<file path="src/sv/rom_dma_table_locator_unit_defines.svh">
// Assertion macros shared by the locator RTL.
`ifndef ROM_DMA_TABLE_LOCATOR_UNIT_DEFINES_SVH
`define ROM_DMA_TABLE_LOCATOR_UNIT_DEFINES_SVH

`ifndef NO_ASSERTIONS

// Checked on every clock edge outside reset.
`define RDTL_ASSERT(lbl, clk, rst, prop, msg) \
   lbl: assert property (@(posedge clk) disable iff (rst) prop) else $error(msg);

// Checked on every clock edge, reset included.
`define RDTL_ASSERT_ALWAYS(lbl, clk, prop, msg) \
   lbl: assert property (@(posedge clk) prop) else $error(msg);

`else

`define RDTL_ASSERT(lbl, clk, rst, prop, msg)
`define RDTL_ASSERT_ALWAYS(lbl, clk, prop, msg)

`endif

`endif

</file>
<file path="src/sv/rdtl_pkg.sv">
package rdtl_pkg;

   localparam int WORD_W      = 32;
   localparam int POS_W       = 30;
   localparam int COUNT_W     = 28;
   localparam int WIN_DEPTH   = 11;
   localparam int ENTRY_SHIFT = 4;   // 16-byte entries

   // first window position that completes a twelve-word group
   localparam logic [POS_W-1:0] FIRST_CAND_POS = POS_W'(WIN_DEPTH);
   // a group ends on the last word of a 16-byte line
   localparam logic [1:0]       GROUP_END_PHASE = 2'd3;

   // register byte offsets (bit 2 of the address selects the register)
   localparam logic ADDR_IMG_BYTES = 1'b0;

   typedef enum logic {
      STATUS_FOUND = 1'b0,
      STATUS_NONE  = 1'b1
   } status_type;

   typedef logic [WIN_DEPTH-1:0][WORD_W-1:0] window_type;

   typedef struct packed {
      logic [WORD_W-1:0] rom_word;
      logic              last_word;
   } req_type;

   typedef struct packed {
      logic [0:0]         status;
      logic [WORD_W-1:0]  table_offset;
      logic [WORD_W-1:0]  table_bytes;
      logic [COUNT_W-1:0] entry_count;
   } rsp_type;

   // search state handed from the window to the signature check
   typedef struct packed {
      window_type       window;
      logic [POS_W-1:0] position;
      logic             done;
   } search_type;

   typedef struct packed {
      logic              hit;
      logic [WORD_W-1:0] offset;
      logic [WORD_W-1:0] span;
   } match_type;

endpackage

</file>
<file path="src/sv/rdtl_window.sv">
`include "rom_dma_table_locator_unit_defines.svh"

module rdtl_window (
   input  logic                            clock,
   input  logic                            reset,
   input  logic                            accept,
   input  rdtl_pkg::req_type               req,
   input  logic                            hit,
   output rdtl_pkg::search_type            search
);
   import rdtl_pkg::*;

   window_type       window_ff, window_in;
   logic [POS_W-1:0] pos_ff, pos_in;
   logic             done_ff, done_in;

   always_comb begin
      window_in = window_ff;
      pos_in    = pos_ff;
      done_in   = done_ff;
      if (accept) begin
         if (!done_ff) begin
            window_in = {req.rom_word, window_ff[WIN_DEPTH-1:1]};
            pos_in    = pos_ff + POS_W'(1);
            done_in   = hit;
         end
         if (req.last_word) begin
            pos_in  = '0;
            done_in = 1'b0;
         end
      end
   end

   // window words are only read once the position shows a full group
   always_ff @(posedge clock) begin
      window_ff <= window_in;
   end

   always_ff @(posedge clock) begin
      if (reset) begin
         pos_ff  <= '0;
         done_ff <= 1'b0;
      end else begin
         pos_ff  <= pos_in;
         done_ff <= done_in;
      end
   end

   assign search.window   = window_ff;
   assign search.position = pos_ff;
   assign search.done     = done_ff;

   `RDTL_ASSERT(a_pos_advance, clock, reset, accept && !done_ff && !req.last_word |=> pos_ff == $past(pos_ff) + POS_W'(1), "position did not advance")
   `RDTL_ASSERT(a_hit_sets_done, clock, reset, accept && hit && !req.last_word |=> done_ff, "match did not end the search")
   `RDTL_ASSERT(a_last_clears, clock, reset, accept && req.last_word |=> pos_ff == '0 && !done_ff, "end of image did not clear the search")
   `RDTL_ASSERT(a_done_frozen, clock, reset, done_ff && !(accept && req.last_word) |=> $stable(pos_ff) && done_ff, "search state moved after a match")

endmodule

</file>
<file path="src/sv/rdtl_match.sv">
module rdtl_match (
   input  rdtl_pkg::search_type            search,
   input  logic [rdtl_pkg::WORD_W-1:0]     word,
   input  logic [rdtl_pkg::WORD_W-1:0]     img_bytes,
   output rdtl_pkg::match_type             match
);
   import rdtl_pkg::*;

   logic [WORD_W-1:0] g [0:WIN_DEPTH];
   logic [POS_W-1:0]  pos_rel;
   logic [WORD_W-1:0] p;
   logic              cand;
   logic              e0_ok, e1_ok, e2_ok, end_ok;

   always_comb begin
      for (int i = 0; i < WIN_DEPTH; i++) begin
         g[i] = search.window[i];
      end
      g[WIN_DEPTH] = word;
   end

   assign pos_rel = search.position - FIRST_CAND_POS;
   assign p       = {pos_rel, 2'b00};
   assign cand    = !search.done && (search.position >= FIRST_CAND_POS)
                    && (search.position[1:0] == GROUP_END_PHASE);

   assign e0_ok  = (g[0] == '0) && (g[1] != '0) && (g[2] == '0) && (g[3] == '0);
   assign e1_ok  = (g[4] == g[1]) && (g[6] == g[1]) && (g[7] == '0);
   assign e2_ok  = (g[8] == g[5]) && (g[10] == g[5]) && (g[11] == '0) && (g[8] == p);
   // span multiple of 16 <=> low nibbles agree
   assign end_ok = (g[9] <= img_bytes) && (g[9] > g[8])
                   && (g[9][ENTRY_SHIFT-1:0] == g[8][ENTRY_SHIFT-1:0]);

   assign match.hit    = cand && e0_ok && e1_ok && e2_ok && end_ok;
   assign match.offset = g[8];
   assign match.span   = g[9] - g[8];

endmodule

</file>
<file path="src/sv/rom_dma_table_locator_unit.sv">
// A result transfer is offered in the cycle after the word that causes it.
// Throughput: one image word per cycle; input stalls only while a finished
//   result sits in the output register and the result side is stalling.
// Reset (synchronous, active high): clears search position, match flag,
//   result valid and the image size register; the word window is not cleared.
`include "rom_dma_table_locator_unit_defines.svh"

module rom_dma_table_locator_unit (
   input  logic                            clock,
   input  logic                            reset,
   // image words
   input  logic                            req_valid,
   output logic                            req_stall,
   input  rdtl_pkg::req_type               req_data,
   // results
   output logic                            rsp_valid,
   input  logic                            rsp_stall,
   output rdtl_pkg::rsp_type               rsp_data,
   // register port
   input  logic                            csr_psel,
   input  logic                            csr_penable,
   input  logic                            csr_pwrite,
   input  logic [2:0]                      csr_paddr,
   input  logic [31:0]                     csr_pwdata,
   output logic [31:0]                     csr_prdata,
   output logic                            csr_pready
);
   import rdtl_pkg::*;

   logic [WORD_W-1:0] img_bytes_ff, img_bytes_in;
   logic              rsp_valid_ff, rsp_valid_in;
   rsp_type           rsp_data_ff, rsp_data_in;

   search_type        search;
   match_type         match;
   logic              accept;
   logic              produce;
   logic              csr_write;

   // ---------------------------------------------------------------
   // Register port: single register, bit 2 of the address selects it.
   // ---------------------------------------------------------------
   assign csr_pready = 1'b1;
   assign csr_write  = csr_psel && csr_penable && csr_pwrite && csr_pready
                       && (csr_paddr[2] == ADDR_IMG_BYTES);
   assign img_bytes_in = csr_write ? csr_pwdata : img_bytes_ff;
   assign csr_prdata   = (csr_paddr[2] == ADDR_IMG_BYTES) ? img_bytes_ff : '0;

   always_ff @(posedge clock) begin
      if (reset) begin
         img_bytes_ff <= '0;
      end else begin
         img_bytes_ff <= img_bytes_in;
      end
   end

   // ---------------------------------------------------------------
   // Input transfer: taken whenever the output register is free or
   // being drained this cycle.
   // ---------------------------------------------------------------
   assign req_stall = rsp_valid_ff && rsp_stall;
   assign accept    = req_valid && !req_stall;

   // Sliding window of the eleven previous words, position and match flag.
   rdtl_window u_window (
      .clock  (clock),
      .reset  (reset),
      .accept (accept),
      .req    (req_data),
      .hit    (match.hit),
      .search (search)
   );

   // Signature check over window plus the incoming word.
   rdtl_match u_match (
      .search    (search),
      .word      (req_data.rom_word),
      .img_bytes (img_bytes_ff),
      .match     (match)
   );

   // ---------------------------------------------------------------
   // Result register. Found wins over not-found on the last word;
   // after a match nothing more comes out until the next image.
   // ---------------------------------------------------------------
   assign produce = accept && !search.done && (match.hit || req_data.last_word);

   always_comb begin
      rsp_data_in = rsp_data_ff;
      if (produce) begin
         if (match.hit) begin
            rsp_data_in.status       = STATUS_FOUND;
            rsp_data_in.table_offset = match.offset;
            rsp_data_in.table_bytes  = match.span;
            rsp_data_in.entry_count  = match.span[WORD_W-1:ENTRY_SHIFT];
         end else begin
            rsp_data_in.status       = STATUS_NONE;
            rsp_data_in.table_offset = '0;
            rsp_data_in.table_bytes  = '0;
            rsp_data_in.entry_count  = '0;
         end
      end
   end

   assign rsp_valid_in = produce || (rsp_valid_ff && rsp_stall);

   always_ff @(posedge clock) begin
      rsp_data_ff <= rsp_data_in;
   end

   always_ff @(posedge clock) begin
      if (reset) begin
         rsp_valid_ff <= 1'b0;
      end else begin
         rsp_valid_ff <= rsp_valid_in;
      end
   end

   assign rsp_valid = rsp_valid_ff;
   assign rsp_data  = rsp_data_ff;

   `RDTL_ASSERT(a_no_overwrite, clock, reset, produce |-> !(rsp_valid_ff && rsp_stall), "pending result overwritten")
   `RDTL_ASSERT(a_found_aligned, clock, reset, rsp_valid_ff && rsp_data_ff.status == STATUS_FOUND |-> rsp_data_ff.table_offset[ENTRY_SHIFT-1:0] == '0 && rsp_data_ff.table_bytes[ENTRY_SHIFT-1:0] == '0 && rsp_data_ff.table_bytes != '0, "found table not on entry boundaries")
   `RDTL_ASSERT(a_count_matches, clock, reset, rsp_valid_ff |-> rsp_data_ff.entry_count == rsp_data_ff.table_bytes[WORD_W-1:ENTRY_SHIFT], "entry count disagrees with size")
   `RDTL_ASSERT(a_none_zero, clock, reset, rsp_valid_ff && rsp_data_ff.status == STATUS_NONE |-> rsp_data_ff.table_offset == '0 && rsp_data_ff.table_bytes == '0, "not-found result carries data")
   `RDTL_ASSERT_ALWAYS(a_ready_high, clock, csr_pready, "register port not ready")

endmodule

</file>
<file path="config.mk">
export PLATFORM = sky130hd
export DESIGN_NAME = rom_dma_table_locator_unit
export DESIGN_NICKNAME = d
export VERILOG_FILES = /design/src/sv/rdtl_pkg.sv /design/src/sv/rdtl_window.sv /design/src/sv/rdtl_match.sv /design/src/sv/rom_dma_table_locator_unit.sv
export VERILOG_INCLUDE_DIRS = /design/src /design/src/sv
export SDC_FILE = /design/constraint.sdc
export NUM_CORES = 1
export LEC_CHECK = 0
export BUFFER_PORTS_ARGS = -buffer_cell sky130_fd_sc_hd__buf_2
export CORE_UTILIZATION = 54
export CTS_CLUSTER_SIZE = 16
export DETAILED_ROUTE_END_ITERATION = 8
export PLACE_DENSITY = 0.77
export SLEW_MARGIN = 10
export SYNTH_ARGS = -nofsm -noshare
export SYNTH_HDL_FRONTEND = slang
export SYNTH_SLANG_ARGS = --single-unit
</file>
<file path="constraint.sdc">
create_clock -name clock -period 23 [get_ports clock]
set_input_delay 2.3 -clock clock [delete_from_list [all_inputs] [get_ports clock]]
set_output_delay 2.3 -clock clock [all_outputs]
set_load 0.03 [all_outputs]
</file>
==> run metrics, run 1 <==
first-pass GRT wire length=90,800 microns; Max Root-Sink Buffers=3; Slew @ Worst Pin=1210 ps; hold slack final=445 ps; Finished Cell Area=around 25,000 sq um; Post-synth ARST share=0; setup bufs post-CTS=0; Synth area leaders=edfxtp_1 58%, dfxtp_1 5.9%, xnor2_1 5.9%; Post-CTS Resized=0; routing usage on met2=0.484; met3 Usage GRT=0.0534; GRT met1 Usage=0.419; drc violations=0; Post-synth top flop=edfxtp_1; post-route antenna net violation count=0; Final Max Tran Viols=0; cell type with the highest aggregate area in the netlist=edfxtp_1; die height=202 microns; nature of the critical path endpoint=flop; setup TNS=0 ps; Worst setup SP type=input pin; CP Class=in2reg; placed cells=2,372; Via Count=15.3k; critical path peak fanout=63; Post-Syn Area=21,700 sq um; Setup violations, final=0; clock sink count=481; CTS H-tree depth=2; Avg Inst Size Synth=roughly 13 sq um; final net count=2,047; Post-DP HPWL=46,900 microns; antenna violations before repair=3; die footprint=40,900 sq um; final worst-path cycle share=0.298; setup repair after global routing missed its margin=no; WL per Instance=between 20 and 30 microns; Setup WS pre-CTS=15,730 ps; multi-input logic area=7170 sq um; Peak VDD IR=approximately 63 uV; largest net degree at the start of global routing=195; relative slew slack=0.185; Initial Util=0.554; Die W=202 microns; CTS root buffer=clkbuf_16; required time worst endpoint=23,220 ps; floorplan row count=72; GPL Wtd Cong=about 0.99; clock slew at reported path FFs=60 ps; Ys Warns=0; drt total wl=62,800 microns; Inserted Clock Buffers=49; FF/Latch Area=13,800 sq um; Post-Synthesis Cells=1,722; clk_skew=14.9 ps; # IOs=203; Tmin final=6860 ps; Synth Register Bits=481; fill cell count=between 2k and 3k; MaxCap Viol Count=0; post-synthesis cell type count=74; final hold vios=0; global-route usage over all layers=0.304; Arr. time, crit path=7080 ps; Vias per Instance=a little over 6; port buffer count=199; share of layout cells above drive strength 1=0.153; P&R area growth vs syn=13.5%; core area=roughly 40,000 sq um; CTS tree=yes; register area share after synthesis=0.637; Peak Freq=0.146 GHz; Initial DRC Count=1,772; PwrDens=83.4 nW/um^2; Finished Layout Cells=~2.5k; DR pass1 iterations=6; Hold WC Path Type=reg2reg; Placed Area=23,000 sq um; worst setup margin=approximately 16,000 ps; vias in the first global route=14.5k; Post-CTS Hold Buffers=0; EDFF count, synth=417; status=completed; global route total overflow=0; top-area cell type share of the netlist area=0.578; GR peak layer=met2; Static Leak=8.81 nW; Clock Latency Late Sink=600 ps
path summary, 6_finish.rpt:
| check | start | end | slack (ps) | depth (start not counted) |
|---|---|---|---|---|
| worst max register to register | u_window.search[290] | rsp_data[65] | 17530 | 12 |
| worst min-delay path | u_window.search[279] | u_window.search[247] | 450 | 0 |
| worst min register to register | u_window.search[279] | u_window.search[247] | 450 | 0 |
| worst max-delay path | req_data[18] | rsp_data[65] | 16140 | 11 |
stage by stage:
stage,power (W),utilization
floorplan,0.00119,-
global placement,0.00125,0.588
detailed placement,0.00126,0.588
CTS,0.00205,0.628
global route,0.00210,0.629
finish,0.00205,0.629
critical path, cell delays in order:
cell and delay (ps):
buf_2 110, nor4_1 1010, nand4_1 300, nor4_1 300
nand3_1 200, or4b_2 740, nor4_1 380, nand3_2 110
buf_4 340, a21boi_4 540, buf_4 650
placed cells by master, fill, tap and decap left out, drive strengths merged, types with 25 or more instances in the layout:
master	synthesis	routed
a21o	25	25
nand4	74	74
dfxtp	64	64
nand3	30	30
edfxtp	417	417
xnor2	146	146
clkbuf	34	66
inv	79	81
nor3	38	38
o21ai	31	31
buf	41	206
a21oi	72	72
nand2	115	115
nor4	102	102
nor2	161	161
xor2	54	54
ha	65	65
layer usage:
layer,part of all wire,wire (microns)
met3,0.089,5600
met5,0,0
met1,0.40,25300
met2,0.47,29300
met4,0.040,2530
power breakdown:
group          switching (W)  internal [W]  leakage [nW]  total [W]
combinational       0.000117     0.0000645          3.48   0.000181
sequential         0.0000570       0.00101          4.55    0.00106
clock               0.000340      0.000465         0.776   0.000805
logic make-up (layout without fill, tap and decap cells):
| logic type | count (synthesis) | after routing | share of synthesized area |
|---|---|---|---|
| multiplexers | 6 | 6 | 0.00283 |
| other | 2 | 6 | 0.000347 |
| AO/OA/AOI/OAI | 201 | 201 | 0.0592 |
| flip-flops | 481 | 481 | 0.637 |
| adder cells (fa/ha/maj) | 66 | 66 | 0.0385 |
| AND/OR/NAND/NOR | 612 | 612 | 0.148 |
| XOR/XNOR | 200 | 200 | 0.0809 |
| buffers and inverters | 154 | 372 | 0.0328 |
synthesized netlist by cell type (4+ instances only):
| cell | number |
|---|---|
| edfxtp_1 | 417 |
| nor2_1 | 161 |
| xnor2_1 | 146 |
| nand2_1 | 115 |
| nor4_1 | 101 |
| inv_1 | 79 |
| nand4_1 | 74 |
| a21oi_1 | 72 |
| ha_1 | 65 |
| dfxtp_1 | 64 |
| xor2_1 | 54 |
| clkbuf_1 | 34 |
| nor3_1 | 34 |
| buf_4 | 29 |
| nand3_1 | 29 |
| o21ai_0 | 29 |
| a21o_1 | 24 |
| and3_1 | 15 |
| a211oi_1 | 11 |
| a31oi_1 | 11 |
| nor2b_1 | 11 |
| or3_1 | 9 |
| nand2b_1 | 8 |
| and4_1 | 7 |
| buf_2 | 7 |
| nand4b_1 | 7 |
| or4_1 | 7 |
| o211ai_1 | 6 |
| o21a_1 | 6 |
| o31ai_1 | 6 |
| mux2i_1 | 5 |
| o22ai_1 | 5 |
| nand3b_1 | 4 |
| nor3b_1 | 4 |
| o2111ai_1 | 4 |
state kept, by name, summed over array words and instances, names as in the netlist:
register / count
u_window.search: 352
rsp_data: 65
u_window.pos_ff: 30
img_bytes_ff: 32
rsp_valid: 1
u_window.done_ff: 1
area by class of cell:
type	instances	area share
Clock inverter	21	0.0106
Tap cell	518	0.0264
Multi-Input combinational cell	1089	0.292
Clock buffer	66	0.0543
Sequential cell	481	0.561
Timing Repair Buffer	206	0.0435
Antenna cell	2	0.000204
Inverter	79	0.0121
No activity file was read; power rests on OpenSTA's default activity.
==> run 2, diff against run 1 <==
==> constraint.sdc (replaced) <==
create_clock -name clock -period 5.99 [get_ports clock]
set_input_delay 0.599 -clock clock [delete_from_list [all_inputs] [get_ports clock]]
set_output_delay 0.599 -clock clock [all_outputs]
set_load 0.03 [all_outputs]
==> run metrics, run 2 (synthesis gave the netlist of run 1 again) <==
Initial DRC Count=1,368; final hold vios=0; CP Launch Point=u_window.search[114]; Reg2Reg Setup Slack=1580 ps; Inserted Clock Buffers=between 40 and 50; Peak VDD IR=217 uV; core area=39,100 sq um; status=completed; Clock Latency Late Sink=610 ps; drt total wl=62,200 microns; Arr. time, crit path=approximately 4700 ps; die height=202 microns; MaxCap Viol Count=0; floorplan row count=72; Reg2Reg Depth=10; share of layout cells above drive strength 1=0.154; Finished Layout Cells=2,468; vias in the first global route=14.4k; global-route usage over all layers=0.303; setup bufs post-CTS=0; setup repair after global routing missed its margin=no; critical path peak fanout=65; nature of the critical path endpoint=flop; WL per Instance=~25 microns; relative slew slack=0.224; DR pass1 iterations=5; clk_skew=29.5 ps; CP endpoint=rsp_data[34]; Hold WC Path Type=in2reg; final net count=2,050; antenna violations before repair=1; CP Class=reg2reg; fill cell count=2,990; multi-input logic area=7200 sq um; Peak Freq=0.227 GHz; Placed Area=23,100 sq um; port buffer count=199; hold slack final=182 ps; post-route antenna net violation count=0; CTS H-tree depth=2; FF-to-FF Start=u_window.search[114]; Vias per Instance=6.11; die footprint=40,900 sq um; Via Count=15.1k; number of flip-flops in the largest register=352; placed cells=2,376; Post-CTS Hold Buffers=0; CTS root buffer=clkbuf_16; largest net degree at the start of global routing=between 150 and 200; final worst-path cycle share=0.737; Post-CTS Resized=0; Final Max Tran Viols=0; GPL Wtd Cong=about 1.0; Tmin final=about 4400 ps; most frequent cells in the layout=417 x edfxtp_1, 199 x buf_2, 160 x nor2_1; Worst setup SP type=flop; Initial Util=0.554; # IOs=203; Post-DP HPWL=46,900 microns; FF/Latch Area=13,800 sq um; Setup violations, final=0; drc violations=0; hold_sp=req_data[9]; Static Leak=8.83 nW; Max Root-Sink Buffers=3; global route total overflow=0; most common cell after layout, fill and taps aside=edfxtp_1; CTS tree=yes; Die W=slightly above 200 microns; required time worst endpoint=6230 ps; final core utilization=0.631; Slew @ Worst Pin=1150 ps; Finished Cell Area=about 25,000 sq um; FF-to-FF End=rsp_data[34]; clock slew at reported path FFs=60 ps; first-pass GRT wire length=90,100 microns; PwrDens=320 nW/um^2; P&R area growth vs syn=13.9%; clock sink count=around 480
run 2: changes by cell type in the layout (fill, tap and decap cells not counted), sizes merged:
| cell | delta |
|---|---|
| clkbuf | -6 |
| diode | -1 |
| bufinv | +1 |
| clkinvlp | +1 |
| clkinv | +9 |
| buf | +3 |
| inv | -1 |
run 2: metal layers:
layer | track usage | vias to the layer above | part of all wire
met5 | 0 | - | 0
li1 | - | 6785 | -
met4 | 0.131 | 0 | 0.045
met3 | 0.0519 | 145 | 0.083
met1 | 0.389 | 7368 | 0.39
met2 | 0.505 | 772 | 0.48
run 2: cell type report:
cell class / instances / share of cell area
clock inverter: 31 / 0.0131
inverter: 79 / 0.0120
clock buffer: 60 / 0.0522
sequential: 481 / 0.560
timing repair buffer: 209 / 0.0449
tap: 518 / 0.0263
multi-input combinational: 1089 / 0.292
antenna: 1 / 0.000101
run 2: worst min path at each step:
| stage | depth (start not counted) | to | slack (ps) |
|---|---|---|---|
| 2_1_floorplan | 0 | u_window.search[269] | 420 |
| 3_3_place_gp | 0 | u_window.search[248] | 430 |
| 3_5_place_dp | 0 | u_window.search[238] | 440 |
| 4_1_cts | 1 | u_window.search[362] | 170 |
| 5_1_grt | 1 | u_window.search[359] | 180 |
| 6_report | 1 | u_window.search[359] | 180 |
run 2: critical path: stages, from the launching register on:
cell,delay (ps)
edfxtp_1,440
nor4_1,710
nand4_1,220
nor4_1,470
nand2_1,250
nor2_1,160
or4b_2,640
nor4_1,390
nand3_2,180
a21boi_4,210
buf_12,300
run 2: per-stage QoR:
stage          setup slack (ps)  total power (W)  TNS, ps
2_1_floorplan             -5340          0.00454  -471940
5_1_grt                    1360          0.00808        0
6_report                   1580          0.00789        0
3_3_place_gp               1680          0.00482        0
4_1_cts                    1610          0.00790        0
3_5_place_dp               1560          0.00483        0
run 2: power by group:
part | leakage [nW] | internal (W) | switching, W | total (W)
clock | 0.778 | 0.00179 | 0.00131 | 0.00310
sequential | 4.55 | 0.00386 | 0.000219 | 0.00408
combinational | 3.50 | 0.000252 | 0.000453 | 0.000705
total | 8.83 | 0.00591 | 0.00198 | 0.00789
==> run 3, diff against run 2 <==
--- a/config.mk
+++ b/config.mk
@@ -6,11 +6,12 @@
 export SDC_FILE = /design/constraint.sdc
 export NUM_CORES = 1
 export LEC_CHECK = 0
+export ABC_AREA = 1
 export BUFFER_PORTS_ARGS = -buffer_cell sky130_fd_sc_hd__buf_2
-export CORE_UTILIZATION = 54
+export CORE_UTILIZATION = 60
 export CTS_CLUSTER_SIZE = 16
 export DETAILED_ROUTE_END_ITERATION = 8
-export PLACE_DENSITY = 0.77
+export PLACE_DENSITY = 0.8
 export SLEW_MARGIN = 10
 export SYNTH_ARGS = -nofsm -noshare
 export SYNTH_HDL_FRONTEND = slang
==> constraint.sdc (replaced) <==
create_clock -name clock -period 4.2 [get_ports clock]
set_input_delay 0.42 -clock clock [delete_from_list [all_inputs] [get_ports clock]]
set_output_delay 0.42 -clock clock [all_outputs]
set_load 0.03 [all_outputs]
==> run metrics, run 3 <==
status=completed; Initial Util=0.613; Ys Warns=0; Post-Syn Area=between 20,000 and 25,000 sq um; Post-synth ARST share=0; crit path cell chain=inv_1, ha_1, fa_1, inv_1, nand2_1, o21ai_0, nand2_1, nand2_1, nand3_1, nand2_1, nand2_1, o211ai_1, nand4_4, nand2_1, nand2_1, clkinvlp_4, buf_12; Finished Cell Area=25,800 sq um; critical path peak fanout=38; clk_skew=14.5 ps; Post-synth top flop=edfxtp_1; Vias per Instance=5.56; floorplan row count=70; clock slew at reported path FFs=60 ps; Crit path max-delay family=simple AND/OR/NAND/NOR gates; port buffer count=between 150 and 200; Initial DRC Count=1,696; hold_sp=req_data[24]; GPL Wtd Cong=0.970; top-area cell type share of the netlist area=0.554; hold slack final=17.3 ps; CP Class=reg2reg; post-route antenna net violation count=0; post-synthesis cell type count=between 50 and 60; Tmin final=about 3800 ps; Static Leak=10.9 nW; WL per Instance=between 20 and 25 microns; CTS root buffer=clkbuf_16; FF-to-FF Start=u_window.search[319]; drt total wl=61,500 microns; CTS H-tree depth=2; final net count=2,668; global route total overflow=0; CTS tree=yes; Clock Latency Late Sink=610 ps; most used cell, CP=nand2_1; drc violations=0; share of layout cells above drive strength 1=0.133; nature of the critical path endpoint=flop; clock sink count=a little under 500; MaxCap Viol Count=0; # IOs=203; register area share after synthesis=0.611; Final Max Tran Viols=0; DR pass1 iterations=6; EDFF count, synth=417; top cells by count, synth=539 x nand2_1, 418 x nor2_1, 417 x edfxtp_1; number of flip-flops in the largest register=352; Avg Inst Size Synth=9.80 sq um; Setup violations, final=0; Placed Area=roughly 24,000 sq um; most frequent cells in the layout=538 x nand2_1, 417 x nor2_1, 417 x edfxtp_1; Hold WC Path Type=in2reg; Post-Synthesis Cells=2,306; cell type with the highest aggregate area in the netlist=edfxtp_1; critical path's slowest cell=o21ai_0; most common cell after layout, fill and taps aside=nand2_1; Max Root-Sink Buffers=3; die height=196 microns; Setup WS pre-CTS=459 ps; Slew @ Worst Pin=933 ps; internal power=0.00833 W; Sw Share=0.256; antenna violations before repair=0; setup repair after global routing missed its margin=no; PwrDens=between 400 and 500 nW/um^2; Peak Freq=0.265 GHz; largest net degree at the start of global routing=around 170; Crit path buffers/inverters=4; peak per-stage delay on the critical path=450 ps; Die W=196 microns; Synth Register Bits=around 480; vias in the first global route=16.6k; Sequential Power Share=0.513; global-route usage over all layers=0.323; Synth area leaders=edfxtp_1 55%, nand2_1 9.0%, nor2_1 6.9%; Post-DP HPWL=46,200 microns; core area=36,900 sq um; die footprint=38,400 sq um; relative slew slack=0.378; first-pass GRT wire length=~90,000 microns; Comb pwr share=0.098; Psw=0.00287 W; Post-CTS Resized=0; clock network fraction of total power=0.388; Peak VDD IR=~310 uV; Arr. time, crit path=4070 ps; worst setup margin=between 400 and 500 ps; final worst-path cycle share=0.900; P&R area growth vs syn=14.2%; final hold vios=0; Worst setup SP type=flop; Inserted Clock Buffers=48; required time worst endpoint=4490 ps; CP Launch Point=u_window.search[319]; final core utilization=0.700; most common cell in the netlist=nand2_1; Via Count=17.1k
-- run 3: changes by cell type in the layout (fill, tap and decap cells not counted), sizes merged, moves of 20 or more --
cell   change
a21o      -20
a21oi     +52
inv      +186
nand2    +427
nand3     +21
nand4     -58
nor2     +272
nor3      -20
nor4      -92
o21ai     +64
xnor2    -116
-- run 3: timing repair --
| item | CTS | global route |
|---|---|---|
| hold buffers | 15 | 0 |
| setup buffers | 0 | 0 |
| hold endpoints to repair | 15 | 0 |
| endpoints found under the setup margin | 0 | 0 |
-- run 3: final cells by class --
type                       count  area [sq um]
clock inverter                29           315
tap                          504           631
sequential                   481         13800
antenna                        1          2.50
multi-input combinational   1498          7460
clock buffer                  60          1270
inverter                     266          1010
timing repair buffer         232          1320
fill                        2695         11100
-- run 3: through the flow --
step	TNS, ps	total power, W	std cells
2_1_floorplan	-1004430	0.00650	2308
3_3_place_gp	0	0.00686	2966
3_5_place_dp	0	0.00690	2966
4_1_cts	0	0.0112	3070
5_1_grt	0	0.0115	3070
6_report	0	0.0112	3071
-- run 3: logic make-up (layout without fill, tap and decap cells) --
logic type,Yosys count,in the layout,share of synthesized area
buf+inv,329,587,0.0604
fa+ha+maj,66,66,0.0369
simple gates,1093,1093,0.199
xor+xnor,85,85,0.0330
flops,481,481,0.611
other cells,2,5,0.000332
compound gates,250,250,0.0599
-- run 3: final timing paths --
check	endpoint	slack [ps]	cells after the start
worst max-delay path	rsp_data[51]	420	17
worst min-delay path	u_window.search[374]	20	1
worst max register to register	rsp_data[51]	420	17
worst min register to register	u_window.search[240]	450	0
-- run 3: power by group through the flow --
stage          Combinational, W  Sequential (W)  Clock (W)
2_1_floorplan          0.000678         0.00582          0
3_3_place_gp            0.00104         0.00582          0
3_5_place_dp            0.00107         0.00584          0
4_1_cts                 0.00109         0.00574    0.00439
5_1_grt                 0.00120         0.00577    0.00456
6_report                0.00110         0.00575    0.00435
-- run 3: per-layer routing --
metal  wire length, microns  up-vias  track usage
li1                       -     8012            -
met1                  23000     8038        0.403
met2                  29900      862        0.551
met3                   5780      169       0.0562
met4                   2790        0        0.148
met5                      0        -            0
